`src/hdl/dtca_pkg.sv`:
```
// Package for the degree trig calculator ALU: operation and status codes,
// angle constants, the CORDIC arctangent table and the pipeline sideband type.
// No dependencies.
package dtca_pkg;

  // Operation codes
  localparam logic [3:0] OP_ADD = 4'd0;
  localparam logic [3:0] OP_SUB = 4'd1;
  localparam logic [3:0] OP_MUL = 4'd2;
  localparam logic [3:0] OP_DIV = 4'd3;
  localparam logic [3:0] OP_SIN = 4'd4;
  localparam logic [3:0] OP_COS = 4'd5;
  localparam logic [3:0] OP_TAN = 4'd6;
  localparam logic [3:0] OP_COT = 4'd7;
  localparam logic [3:0] OP_SEC = 4'd8;
  localparam logic [3:0] OP_CSC = 4'd9;

  // Status codes
  localparam logic [1:0] ST_OK    = 2'd0;
  localparam logic [1:0] ST_UNDEF = 2'd1;
  localparam logic [1:0] ST_SAT   = 2'd2;

  // pi in Q4.60
  localparam logic [63:0] PI_Q60 = 64'h3243F6A8885A308D;
  // (3.1416 / 180) in Q0.32, rounded
  localparam logic [26:0] DEG_TO_RAD = 27'd74961496;
  // pi/2 in Q2.30 as the reduced-angle compare value
  localparam logic [31:0] RIGHT_Q30 = 32'(PI_Q60 >> 31);

  // CORDIC x/y/z datapath width
  localparam int XY_W = 34;

  // atan(2^-i) in Q2.30, rounded
  localparam logic [31:0] ATAN_TAB [32] = '{
    32'd843314857, 32'd497837829, 32'd263043837, 32'd133525159,
    32'd67021687,  32'd33543516,  32'd16775851,  32'd8388437,
    32'd4194283,   32'd2097149,   32'd1048576,   32'd524288,
    32'd262144,    32'd131072,    32'd65536,     32'd32768,
    32'd16384,     32'd8192,      32'd4096,      32'd2048,
    32'd1024,      32'd512,       32'd256,       32'd128,
    32'd64,        32'd32,        32'd16,        32'd8,
    32'd4,         32'd2,         32'd1,         32'd1
  };

  // Sideband that rides along the whole pipeline
  typedef struct packed {
    logic [3:0]  op;
    logic [31:0] a;      // operand a, later cordic x
    logic [31:0] b;      // operand b, later cordic y
    logic [31:0] val;    // result of add/sub/mul/unknown
    logic [1:0]  st;     // status of add/sub/mul/unknown
    logic        aneg;   // angle sign
    logic        flip;   // angle folded past pi/2
    logic        zero;   // reduced angle is zero
    logic        right;  // reduced angle is pi/2
    logic        qneg;   // quotient negative
    logic        dz;     // divisor zero
  } side_t;

endpackage

```
`src/hdl/dtca_rot_cell.sv`:
```
// One CORDIC rotation-mode cell, stage IDX.
// Depends on dtca_pkg.
module dtca_rot_cell #(
  parameter int IDX = 0
) (
  input  logic                               clk,
  input  logic                               rst,
  input  logic                               en,
  input  logic                               vld_in,
  input  dtca_pkg::side_t                    side_in,
  input  logic signed [dtca_pkg::XY_W-1:0]   x_in,
  input  logic signed [dtca_pkg::XY_W-1:0]   y_in,
  input  logic signed [dtca_pkg::XY_W-1:0]   z_in,
  output logic                               vld_out,
  output dtca_pkg::side_t                    side_out,
  output logic signed [dtca_pkg::XY_W-1:0]   x_out,
  output logic signed [dtca_pkg::XY_W-1:0]   y_out,
  output logic signed [dtca_pkg::XY_W-1:0]   z_out
);
  import dtca_pkg::*;

  localparam logic signed [XY_W-1:0] ANG = XY_W'(ATAN_TAB[IDX]);

  logic signed [XY_W-1:0] dx, dy;

  // floored shifts
  assign dx = y_in >>> IDX;
  assign dy = x_in >>> IDX;

  always_ff @(posedge clk) begin
    if (rst) begin
      vld_out <= 1'b0;
    end else if (en) begin
      vld_out <= vld_in;
    end
  end

  // rotate toward zero residual angle
  always_ff @(posedge clk) begin
    if (en) begin
      side_out <= side_in;
      if (!z_in[XY_W-1]) begin
        x_out <= x_in - dx;
        y_out <= y_in + dy;
        z_out <= z_in - ANG;
      end else begin
        x_out <= x_in + dx;
        y_out <= y_in - dy;
        z_out <= z_in + ANG;
      end
    end
  end

endmodule

```
`config.mk`:
```
export PLATFORM = sky130hd
export DESIGN_NAME = dtca_rot_cell
export DESIGN_NICKNAME = d
export VERILOG_FILES = /design/src/hdl/dtca_pkg.sv /design/src/hdl/dtca_rot_cell.sv
export SDC_FILE = /design/constraint.sdc
export NUM_CORES = 1
export LEC_CHECK = 0
export BUFFER_PORTS_ARGS = -buffer_cell sky130_fd_sc_hd__buf_2
export CAP_MARGIN = 10
export CELL_PAD_IN_SITES_DETAIL_PLACEMENT = 0
export CELL_PAD_IN_SITES_GLOBAL_PLACEMENT = 1
export CORE_ASPECT_RATIO = 1.25
export CORE_MARGIN = 5
export CORE_UTILIZATION = 43
export DETAILED_ROUTE_END_ITERATION = 10
export MAX_ROUTING_LAYER = met4
export PLACE_DENSITY_LB_ADDON = 0.12
export SYNTH_ARGS = -nofsm -noshare
export SYNTH_HDL_FRONTEND = slang
export SYNTH_SLANG_ARGS = --single-unit
```
`constraint.sdc`:
```
create_clock -name clk -period 7.3 [get_ports clk]
set_clock_uncertainty 0.2 [all_clocks]
set_input_delay 0.73 -clock clk [delete_from_list [all_inputs] [get_ports clk]]
set_output_delay 0.73 -clock clk [all_outputs]
set_load 0.02 [all_outputs]
```
# --- Word level (Yosys, flattened, before mapping) ---
# Index checks and enable logic that the tools add are counted.
totals:
  elab_cells: 23
  regBits: 211
op_classes:
  addsub: 5
  n_mux: 3
op_table:
  columns: ["op", "count"]
  rows:
  - ["34-bit two-way mux", 3]
  - ["34-bit subtractor", 2]
  - ["34-bit by 31-bit adder with 34-bit output, second input constant", 1]
  - ["34-bit adder", 1]
  - ["34-bit by 31-bit subtractor with 34-bit output, second input constant", 1]

# --- Longest topological paths before layout ---
# Gate-level depths: netlist of the first run.
depth:
  depth_word: 2
  mapped_depth: 13

# --- Least setup slack after synthesis of the first run ---
# No wires, ideal clock.
synth_path:
  path_kind: "input to register"
  start: "input port z_in[33] (netlist name)"
  end: "register z_out[32] (netlist name), data pin"
  slack_ns: 3.108
  stages: 13
  arrival_ns: 3.735
  path_cell_list: "clkbuf_1 > clkinv_1 > buf_1 > ha_1 > and4_1 > nor2b_1 > o31a_1 > nor3_2 > a21o_1 > a21oi_1 > or3_1 > a21oi_1 > xnor2_1"
synth_between:
  elab_chain_cells: 1
synth_lines:
  columns: ["item", "line_no", "source"]
  rows:
  - ["start, declared", "dtca_rot_cell.sv:13", "input logic signed [dtca_pkg::XY_W-1:0] z_in,"]
  - ["34-bit two-way mux", "dtca_rot_cell.sv:42", "if (!z_in[XY_W-1]) begin"]
  - ["end signal, assigned", "dtca_rot_cell.sv:45", "z_out <= z_in - ANG;"]
  - ["end signal, assigned", "dtca_rot_cell.sv:49", "z_out <= z_in + ANG;"]
  - ["end, declared", "dtca_rot_cell.sv:18", "output logic signed [dtca_pkg::XY_W-1:0] z_out"]
# Every way passes these cells.
# A chain may end at the register's enable or synchronous reset.

# --- Final worst setup path of the first run ---
# Same ends and word-level chain as after synthesis.

==> run summary, run 1 <==
Net Count, Synth -> 1,645
Hold crit path type -> primary input to flip-flop
Ys flop type -> edfxtp_1
Vias -> 11,600
Critical Path AT -> 4380 ps
Register area share after synthesis -> 0.463
# nets final -> 2,047
Max rail drop VDD -> 0.205 mV
Critical Path Start Type -> primary input
Vias/cell -> 5.44
Ys Warns -> 0
RSZ-0062 raised after global routing -> false
Synth Area in Compound Gates -> 0.188
Crit end category -> flip-flop
Die area -> 35,300 sq um
Final Total Pwr -> 3.94 mW
CTS H-tree lvls -> 1
Mapped Cells -> 1,296
Combinational family with the most area after synthesis -> compound AO/OA/AOI/OAI gates
Finished Layout Cells -> 2,126
CTS tree -> yes
# IOs -> 425
Global-route wire length before repair -> 66.0 mm
Worst slack at placement -> 2490 ps
Mux cell area share after synthesis -> 0.0133
Initial Util -> 0.438
GR Util met3 -> 0.0406
Achievable frequency -> 233 MHz
GP Congestion -> 0.939
Xor/xnor share of the synthesized area -> 0.0592
WHS -> 148 ps
GRT Util Overall -> 0.243
Outcome -> complete, no violations
Fraction of layout cells with a size suffix above 1 -> 0.284
DRC -> 0
Final Max Tran Viols -> 0
WL final -> 44.0 mm
Worst-path fanout max -> 61
Period minus WS final -> 4290 ps
Die Y -> 209 um
Initial DRC Count -> 847
Post-route ant nets -> 0
Vias in the first global route -> 11,600
Core area -> 31,100 sq um
Number of CTS-inserted buffers -> 23
Clock Root Buffer -> clkbuf_16
Cell Pwr Density -> 233 nW/um^2
Setup TNS -> 0 ps
Post-Synth Simple-Gate Area -> 0.104
Setup-failing EPs final -> 0
Relative slew margins -> 0.255
Post-Synth Adder-Cell Area -> 0.126
Fillers -> 2,872
Leakage power -> 7.55 nW
Smallest setup slack after layout -> 3010 ps
Worst-Margin Slew -> 1120 ps
Die width -> 169 um
Synthesized flop and latch total -> 210
Grt total ovfl -> 0
Drt wl/cell -> 20.7 um
Number of synthesized flops with an enable pin -> 209
CTS clk-pin slew, worst paths -> 60 ps
WP data required -> 7390 ps
Initial antenna violation count -> 4
Area growth from synthesis to layout -> 24.1%
Max-cap violations -> 0
Post-CTS setup repair buffer count -> 0
Dpl hpwl -> 34.8 mm
Row count -> 72
Met2 usage -> 0.426
Multi-input logic area -> 6670 sq um
Register area -> 6300 sq um
Clk buf depth -> 3
Placed cell count -> 2,080
Final hold violation count -> 0
Clock Sink Count -> 210
I/O Buffers -> 424
Clk_lat worst skew -> 530 ps
Ys async rst share -> 0
Drt pass-1 iters -> 5
Cell variety after synth -> 80
Gates resized, CTS repair -> 0
Final period util -> 0.588
CP Class -> primary input to flip-flop
Gr busiest metal -> met2
Mapped Area -> 13,600 sq um
Post-Syn Area per Cell -> 10.5 sq um
GR met1 Demand/Resource -> 0.289
Hold buffer count at cts -> 0
Largest net degree at the start of global routing -> 126
## routing by layer
layer / wire length (um) / part of all wire
met3: 2920 / 0.066
met5: 0 / 0
met2: 22500 / 0.51
met1: 17300 / 0.39
met4: 1250 / 0.028
## through the flow
stage | utilization | instance area (sq um)
2_1_floorplan | - | 13600
3_3_place_gp | 0.517 | 16100
3_5_place_dp | 0.517 | 16100
4_1_cts | 0.543 | 16900
5_1_grt | 0.543 | 16900
6_report | 0.543 | 16900
## layout make-up
class	count	share of cell area
Antenna cell	4	0.000593
Clock buffer	33	0.0393
Clock inverter	9	0.00970
Inverter	112	0.0249
Multi-Input combinational cell	924	0.395
Sequential cell	210	0.373
Tap cell	407	0.0302
Timing Repair Buffer	427	0.128
## synth_stat cells, drive strengths merged, types with 16 or more instances
cell type | count | area [sq um]
nand2b | 17 | 106
o21ai | 76 | 380
edfxtp | 209 | 6280
nor2b | 16 | 100
nor3 | 18 | 95.1
nor2 | 75 | 282
ha | 131 | 1640
clkbuf | 28 | 106
a21oi | 148 | 744
a21o | 32 | 240
mux2i | 17 | 170
buf | 22 | 111
inv | 109 | 409
o21bai | 16 | 120
xnor2 | 77 | 674
nand2 | 73 | 274
## cells by family after synthesis
group           count (synthesis)
simple gates                  279
compound gates                400
flops                         210
fa+ha+maj                     135
xor+xnor                       92
buf+inv                       162
mux                            18
## sequential cells by signal, indices dropped and copies added (netlist names)
name	cells
y_out	33
side_out	108
x_out	34
vld_out	1
z_out	34
## report_power, final
group / internal [mW] / switching (mW)
combinational: 0.395 / 0.718
clock: 0.778 / 0.489
sequential: 1.52 / 0.0413
total: 2.69 / 1.25
## placed cells by master (no fill, tap or decap), types with 5 or more instances in the layout
cell type,synthesis,layout
nor2_1,75,75
a211oi_1,14,14
nand4_1,14,14
edfxtp_1,209,209
xnor2_1,77,77
nand2_1,73,73
clkbuf_1,27,5
a21oi_1,147,147
o21a_1,7,7
o31ai_1,13,13
o22ai_1,5,5
ha_1,131,131
nand3_1,13,13
or3_1,10,10
nand2b_1,17,17
inv_1,109,109
nor2b_1,16,16
clkbuf_16,0,23
a211o_1,6,6
a221o_1,5,5
a31oi_1,15,15
clkbuf_8,0,6
o21bai_1,16,16
a21o_1,32,32
and3_1,6,6
and2_1,6,6
mux2i_1,17,17
buf_2,11,422
o21ai_1,5,5
nor4_1,10,10
xor2_1,15,15
o211ai_1,9,9
o21ai_0,71,71
nor3_1,17,17
## final timing paths
check / from / end / slack [ps] / cells past startpoint
worst max-delay path: z_in[33] / z_out[32] / 3010 / 12
worst min-delay path: rst / vld_out / 150 / 2
worst max register to register: vld_out / vld_out / 6520 / 2
worst min register to register: vld_out / vld_out / 290 / 2
## critical path, cell delays in order
cell and delay [ps]:
buf_4 360, buf_4 650, ha_1 450, a21oi_1 290, a21boi_0 150, o31a_1 300
nor3_2 450, a21o_1 230, a21oi_1 80, or3_1 350, a21oi_1 190, xnor2_1 80
Note: power is estimated with default switching activity, not from simulation.
==> inputs of run 2 (changes only) <==
--- a/config.mk
+++ b/config.mk
@@ -11,7 +11,7 @@
 export CELL_PAD_IN_SITES_GLOBAL_PLACEMENT = 1
 export CORE_ASPECT_RATIO = 1.25
 export CORE_MARGIN = 5
-export CORE_UTILIZATION = 43
+export CORE_UTILIZATION = 40
 export DETAILED_ROUTE_END_ITERATION = 10
 export MAX_ROUTING_LAYER = met4
 export PLACE_DENSITY_LB_ADDON = 0.12
==> constraint.sdc (replaced) <==
create_clock -name clk -period 4 [get_ports clk]
set_clock_uncertainty 0.2 [all_clocks]
set_input_delay 0.4 -clock clk [delete_from_list [all_inputs] [get_ports clk]]
set_output_delay 0.4 -clock clk [all_outputs]
set_load 0.02 [all_outputs]
==> run summary, run 2 (synthesized netlist as in run 1, its figures left out) <==
Setup TNS -> 0 ps (unchanged)
Commonest non-fill, non-tap cell in the layout -> buf_2
Die width -> 175 um (+3.5%)
Critical Path AT -> 3460 ps (-920 ps)
Grt total ovfl -> 0 (unchanged)
# nets final -> 2,194 (+7.2%)
WP data required -> 4090 ps (-3300 ps)
Hold path startpoint -> y_in[0]
Cell mode on critical path -> o31ai_1
Clk buf depth -> 3 (unchanged)
Crit end category -> flip-flop
Outcome -> complete, no violations
Vias in the first global route -> 12,600 (+8.4%)
Setup-failing EPs final -> 0 (unchanged)
RR Startpoint -> vld_out
Post-CTS setup repair buffer count -> 0 (unchanged)
Initial Util -> 0.405 (-0.0328)
WL final -> 48.3 mm (+9.7%)
Initial DRC Count -> 970 (+15%)
Number of CTS-inserted buffers -> 23 (unchanged)
CP Class -> primary input to flip-flop
CP Depth -> 12 (unchanged)
Crit-path slowest cell -> ha_1
Biggest regs -> side_out: 108 flops, x_out: 34 flops, z_out: 34 flops
Achievable frequency -> 297 MHz
Final hold violation count -> 0 (unchanged)
Dpl hpwl -> 37.9 mm (+8.9%)
Most flops, register -> side_out
Register-to-Register Path Depth -> 3 (+1)
Final period util -> 0.843
Finished Layout Cells -> 2,285 (+7.5%)
Drt wl/cell -> 21.1 um (+2.1%)
Worst-path fanout max -> 13 (-79%)
Row count -> 75 (+4.2%)
Max FFs per register -> 108 (unchanged)
Die area -> 37,800 sq um (+7.1%)
CTS H-tree lvls -> 1 (unchanged)
Clock Root Buffer -> clkbuf_16
Global-route wire length before repair -> 72.1 mm (+9.3%)
Cell Pwr Density -> 400 nW/um^2 (+72%)
Clk_lat worst skew -> 530 ps (about the same)
Slowest Stage Delay on Critical Path -> 500 ps (-150 ps)
GP Congestion -> 0.937 (-0.21%)
I/O Buffers -> 424 (unchanged)
Min-Delay Path Depth -> 3 (+1)
Leakage power -> 8.18 nW (+8.3%)
Worst-Margin Slew -> 675 ps (-442 ps)
DRC -> 0 (unchanged)
Hold buffer count at cts -> 111 (+111)
Final Max Tran Viols -> 0 (unchanged)
Crit-path cells -> buf_2, inv_1, ha_1, nor4_4, nand3_1, nor4_1, o31ai_1, and3_1, o211a_1, o31ai_1, a22oi_1, xnor2_1
Drt pass-1 iters -> 7 (+2)
GRT Util Overall -> 0.250 (+0.00650)
Area growth from synthesis to layout -> 34.1%
Hold crit path type -> primary input to flip-flop
CTS tree -> yes
Gates resized, CTS repair -> 0 (unchanged)
Core area -> 33,600 sq um (+8.1%)
Vias -> 12,300 (+6.0%)
Vias/cell -> 5.37 (-1.4%)
Clock Sink Count -> 210 (unchanged)
Largest net degree at the start of global routing -> 82 (-35%)
CTS clk-pin slew, worst paths -> 60 ps (about the same)
Die Y -> 216 um (+3.5%)
Initial antenna violation count -> 1 (-3)
Placed cell count -> 2,132 (+2.5%)
CP endpoint -> y_out[29]
Crit path from -> x_in[19]
Delay-heaviest family, CP -> simple AND/OR/NAND/NOR gates
Max-cap violations -> 0 (unchanged)
Post-route ant nets -> 0 (unchanged)
Period minus WS final -> 3370 ps
RR Endpoint -> vld_out
# IOs -> 425 (unchanged)
Most frequent cells in the layout -> buf_2 (422), edfxtp_1 (209), a21oi_1 (147)
Critical Path Start Type -> primary input
Max rail drop VDD -> 0.359 mV (+75%)
Final Core Density -> 0.543 (about the same)
Fraction of layout cells with a size suffix above 1 -> 0.280 (-0.00401)
Reg2Reg Setup Slack -> 2650 ps (-3870 ps)
Relative slew margins -> 0.545 (+0.290)
RSZ-0062 raised after global routing -> false
CP Buf/Inv Count -> 2 (unchanged)
-- run 2: cell types whose count changed in the layout (fill, tap and decap cells not counted), moves of 2 or more --
cell and change:
buf_4 +35, clkbuf_1 -2, clkbuf_8 -5, clkinv_1 +3, clkinv_2 +3, clkinvlp_4 -2, diode_2 -3, dlygate4sd3_1 +111
-- run 2: area by class of cell --
| class | instances | area (sq um) |
|---|---|---|
| Antenna cell | 1 | 2.50 |
| Clock buffer | 26 | 587 |
| Clock inverter | 15 | 195 |
| Fill cell | 3053 | 15300 |
| Inverter | 112 | 420 |
| Multi-Input combinational cell | 924 | 6670 |
| Sequential cell | 210 | 6300 |
| Tap cell | 423 | 529 |
| Timing Repair Buffer | 574 | 3550 |
-- run 2: per-stage QoR --
stage          worst slack [ps]  power (mW)  hold slack [ps]  area [sq um]
3_5_place_dp                181        5.00              303         16400
6_report                    627        7.30             81.1         18300
3_3_place_gp                233        5.00              270         16400
5_1_grt                     432        7.64             95.9         18200
2_1_floorplan               138        4.18              272         13600
4_1_cts                     750        7.34             63.2         18200
-- run 2: routing by layer --
metal,vias up,part of all wire,GRT usage
met2,417,0.51,0.445
li1,5873,-,-
met4,0,0.030,0.0734
met1,5892,0.40,0.290
met5,-,0,-
met3,85,0.059,0.0436
-- run 2: power by group --
| part | total [mW] | switching (mW) | internal, mW |
|---|---|---|---|
| Combinational | 2.21 | 1.38 | 0.835 |
| Clock | 2.24 | 0.915 | 1.33 |
| Sequential | 2.84 | 0.0786 | 2.76 |
-- run 2: how the worst min path moves through the flow --
| stage | endpoint |
|---|---|
| after floorplan | vld_out |
| after detailed placement | vld_out |
| after CTS | x_out[0] |
| final | x_out[0] |
| after global placement | vld_out |
| after global routing | x_out[0] |
-- run 2: worst register-to-register path: cells and delay by family, from the launching register on --
kind                   cells  cell delay [ps]
buffers and inverters      1              540
DFF                        1              320
muxes                      1              120
and+or+nand+nor            1               60
==> inputs of run 3 (changes only) <==
--- a/config.mk
+++ b/config.mk
@@ -11,7 +11,7 @@
 export CELL_PAD_IN_SITES_GLOBAL_PLACEMENT = 1
 export CORE_ASPECT_RATIO = 1.25
 export CORE_MARGIN = 5
-export CORE_UTILIZATION = 40
+export CORE_UTILIZATION = 36
 export DETAILED_ROUTE_END_ITERATION = 10
 export MAX_ROUTING_LAYER = met4
 export PLACE_DENSITY_LB_ADDON = 0.12
==> constraint.sdc (replaced) <==
create_clock -name clk -period 3.01 [get_ports clk]
set_clock_uncertainty 0.2 [all_clocks]
set_input_delay 0.301 -clock clk [delete_from_list [all_inputs] [get_ports clk]]
set_output_delay 0.301 -clock clk [all_outputs]
set_load 0.02 [all_outputs]
==> run summary, run 3 (synthesized netlist as in run 1, its figures left out) <==
Grt total ovfl -> 0 (unchanged)
Clk_lat worst skew -> 530 ps (about the same)
Drt wl/cell -> 19.4 um (-8.2%)
Multi-input logic area -> 6820 sq um (+2.2%)
Biggest regs -> side_out: 108 flops, x_out: 34 flops, z_out: 34 flops
RR Endpoint -> vld_out
# nets final -> 2,481 (+13%)
Row count -> 79 (+5.3%)
Fillers -> 3,397 (+11%)
Leakage power -> 9.63 nW (+18%)
Initial Util -> 0.365 (-0.0399)
Fraction of layout cells with a size suffix above 1 -> 0.387 (+0.107)
Vias -> 13,200 (+7.5%)
Setup TNS -> 0 ps (unchanged)
Clk buf depth -> 3 (unchanged)
WP data required -> 3090 ps (-1000 ps)
Worst slack at placement -> -658 ps (-838 ps)
Final hold violation count -> 0 (unchanged)
Number of CTS-inserted buffers -> 24 (+4.3%)
Area growth from synthesis to layout -> 52.6%
Max FFs per register -> 108 (unchanged)
Max rail drop VDD -> 0.512 mV (+42%)
Vias/cell -> 5.00 (-6.8%)
Cell Pwr Density -> 496 nW/um^2 (+24%)
Die area -> 41,800 sq um (+11%)
Most flops, register -> side_out
Most frequent cells in the layout -> buf_2 (422), buf_4 (317), edfxtp_1 (209)
Initial antenna violation count -> 2 (+1)
Register-to-Register Path Depth -> 3 (unchanged)
Dpl hpwl -> 41.5 mm (+9.6%)
Initial DRC Count -> 616 (-36%)
Die Y -> 227 um (+5.2%)
Max-cap violations -> 0 (unchanged)
I/O Buffers -> 424 (unchanged)
Clock Root Buffer -> clkbuf_16
Core area -> 37,300 sq um (+11%)
Critical Path AT -> 3000 ps (-460 ps)
CTS H-tree lvls -> 1 (unchanged)
Setup-failing EPs final -> 0 (unchanged)
CTS tree -> yes
Period minus WS final -> 2920 ps
RR Startpoint -> vld_out
WL final -> 51.2 mm (+5.9%)
Reg2Reg Setup Slack -> 1670 ps (-980 ps)
CTS clk-pin slew, worst paths -> 50 ps (about the same)
DRC -> 0 (unchanged)
Design Area, Final -> 20,800 sq um (+14%)
Achievable frequency -> 342 MHz
Outcome -> complete, no violations
Post-route ant nets -> 0 (unchanged)
Hold Path End -> z_out[25]
GP Congestion -> 0.933 (-0.43%)
CP Class -> primary input to flip-flop
Hold crit path type -> primary input to flip-flop
Register area -> 6300 sq um (unchanged)
Die width -> 184 um (+5.1%)
RSZ-0062 raised after global routing -> false
Clock Sink Count -> 210 (unchanged)
Min-Delay Path Depth -> 3 (unchanged)
Smallest setup slack after layout -> 85.0 ps (-542 ps)
Crit end category -> flip-flop
Vias in the first global route -> 13,700 (+9.5%)
Global-route wire length before repair -> 75.7 mm (+5.0%)
# IOs -> 425 (unchanged)
Commonest non-fill, non-tap cell in the layout -> buf_2
Worst-Margin Slew -> 651 ps (-24.2 ps)
Worst-path fanout max -> 5 (-8)
Final period util -> 0.972
Drt pass-1 iters -> 5 (-2)
Relative slew margins -> 0.562 (+0.0172)
Hold path startpoint -> z_in[25]
Area after DPL -> 18,700 sq um (+14%)
GRT Util Overall -> 0.239 (-0.0112)
Critical Path Start Type -> primary input
Final Core Density -> 0.557 (+0.0138)
Final Max Tran Viols -> 0 (unchanged)
Largest net degree at the start of global routing -> 70 (-15%)
run 3: final cells by class:
cell class	count	area share
inverters	112	0.0205
multi-input cells	924	0.328
flip-flops and latches	210	0.303
repair buffers	860	0.278
diodes	2	0.000241
well taps	486	0.0293
clock buffers	26	0.0293
clock inverters	16	0.0107
run 3: repair_timing:
item                       4_1_cts  5_1_grt
pin swaps                        0        6
setup endpoints to repair        5       22
gates resized for setup          3       21
hold endpoints to repair       113        0
setup buffers                    0        1
hold buffers                   113        0
cloned                           0        0
run 3: worst max-delay path by stage:
stage,from,slack (ps),endpoint
floorplan,z_in[33],10,z_out[32]
global placement,x_in[1],-670,x_out[29]
detailed placement,x_in[1],-660,x_out[29]
CTS,x_in[12],8,x_out[29]
global route,x_in[16],2,y_out[31]
finish,x_in[19],90,y_out[29]
run 3: metal layers:
| layer | GRT usage | wire [um] | share of wire |
|---|---|---|---|
| met1 | 0.272 | 19700 | 0.39 |
| met3 | 0.0347 | 2680 | 0.052 |
| met2 | 0.434 | 27300 | 0.53 |
| met4 | 0.0706 | 1490 | 0.029 |
| met5 | - | 0 | 0 |
run 3: worst max-delay path, cell delays in order:
cell and delay, ps:
buf_2 110, inv_1 60, ha_2 310, nor4_4 460, buf_4 190, nand2_1 60, nor3_1 180, o41ai_2 130
buf_4 150, and3_1 220, o211a_1 250, o31ai_2 270, a22oi_1 160, xnor2_1 150
run 3: report_power, final:
part | internal (mW) | leakage (nW) | total [mW] | switching (mW)
Sequential | 3.67 | 2.05 | 3.77 | 0.0975
Clock | 1.89 | 0.404 | 3.09 | 1.20
Combinational | 1.48 | 7.18 | 3.42 | 1.94
run 3: through the flow:
stage          std cells  hold slack (ps)  power, mW
2_1_floorplan       1296              173       5.56
3_3_place_gp        2478              264       7.10
3_5_place_dp        2478              263       7.11
4_1_cts             2633             20.9       10.4
5_1_grt             2636             58.4       10.8
6_report            2636             45.6       10.3
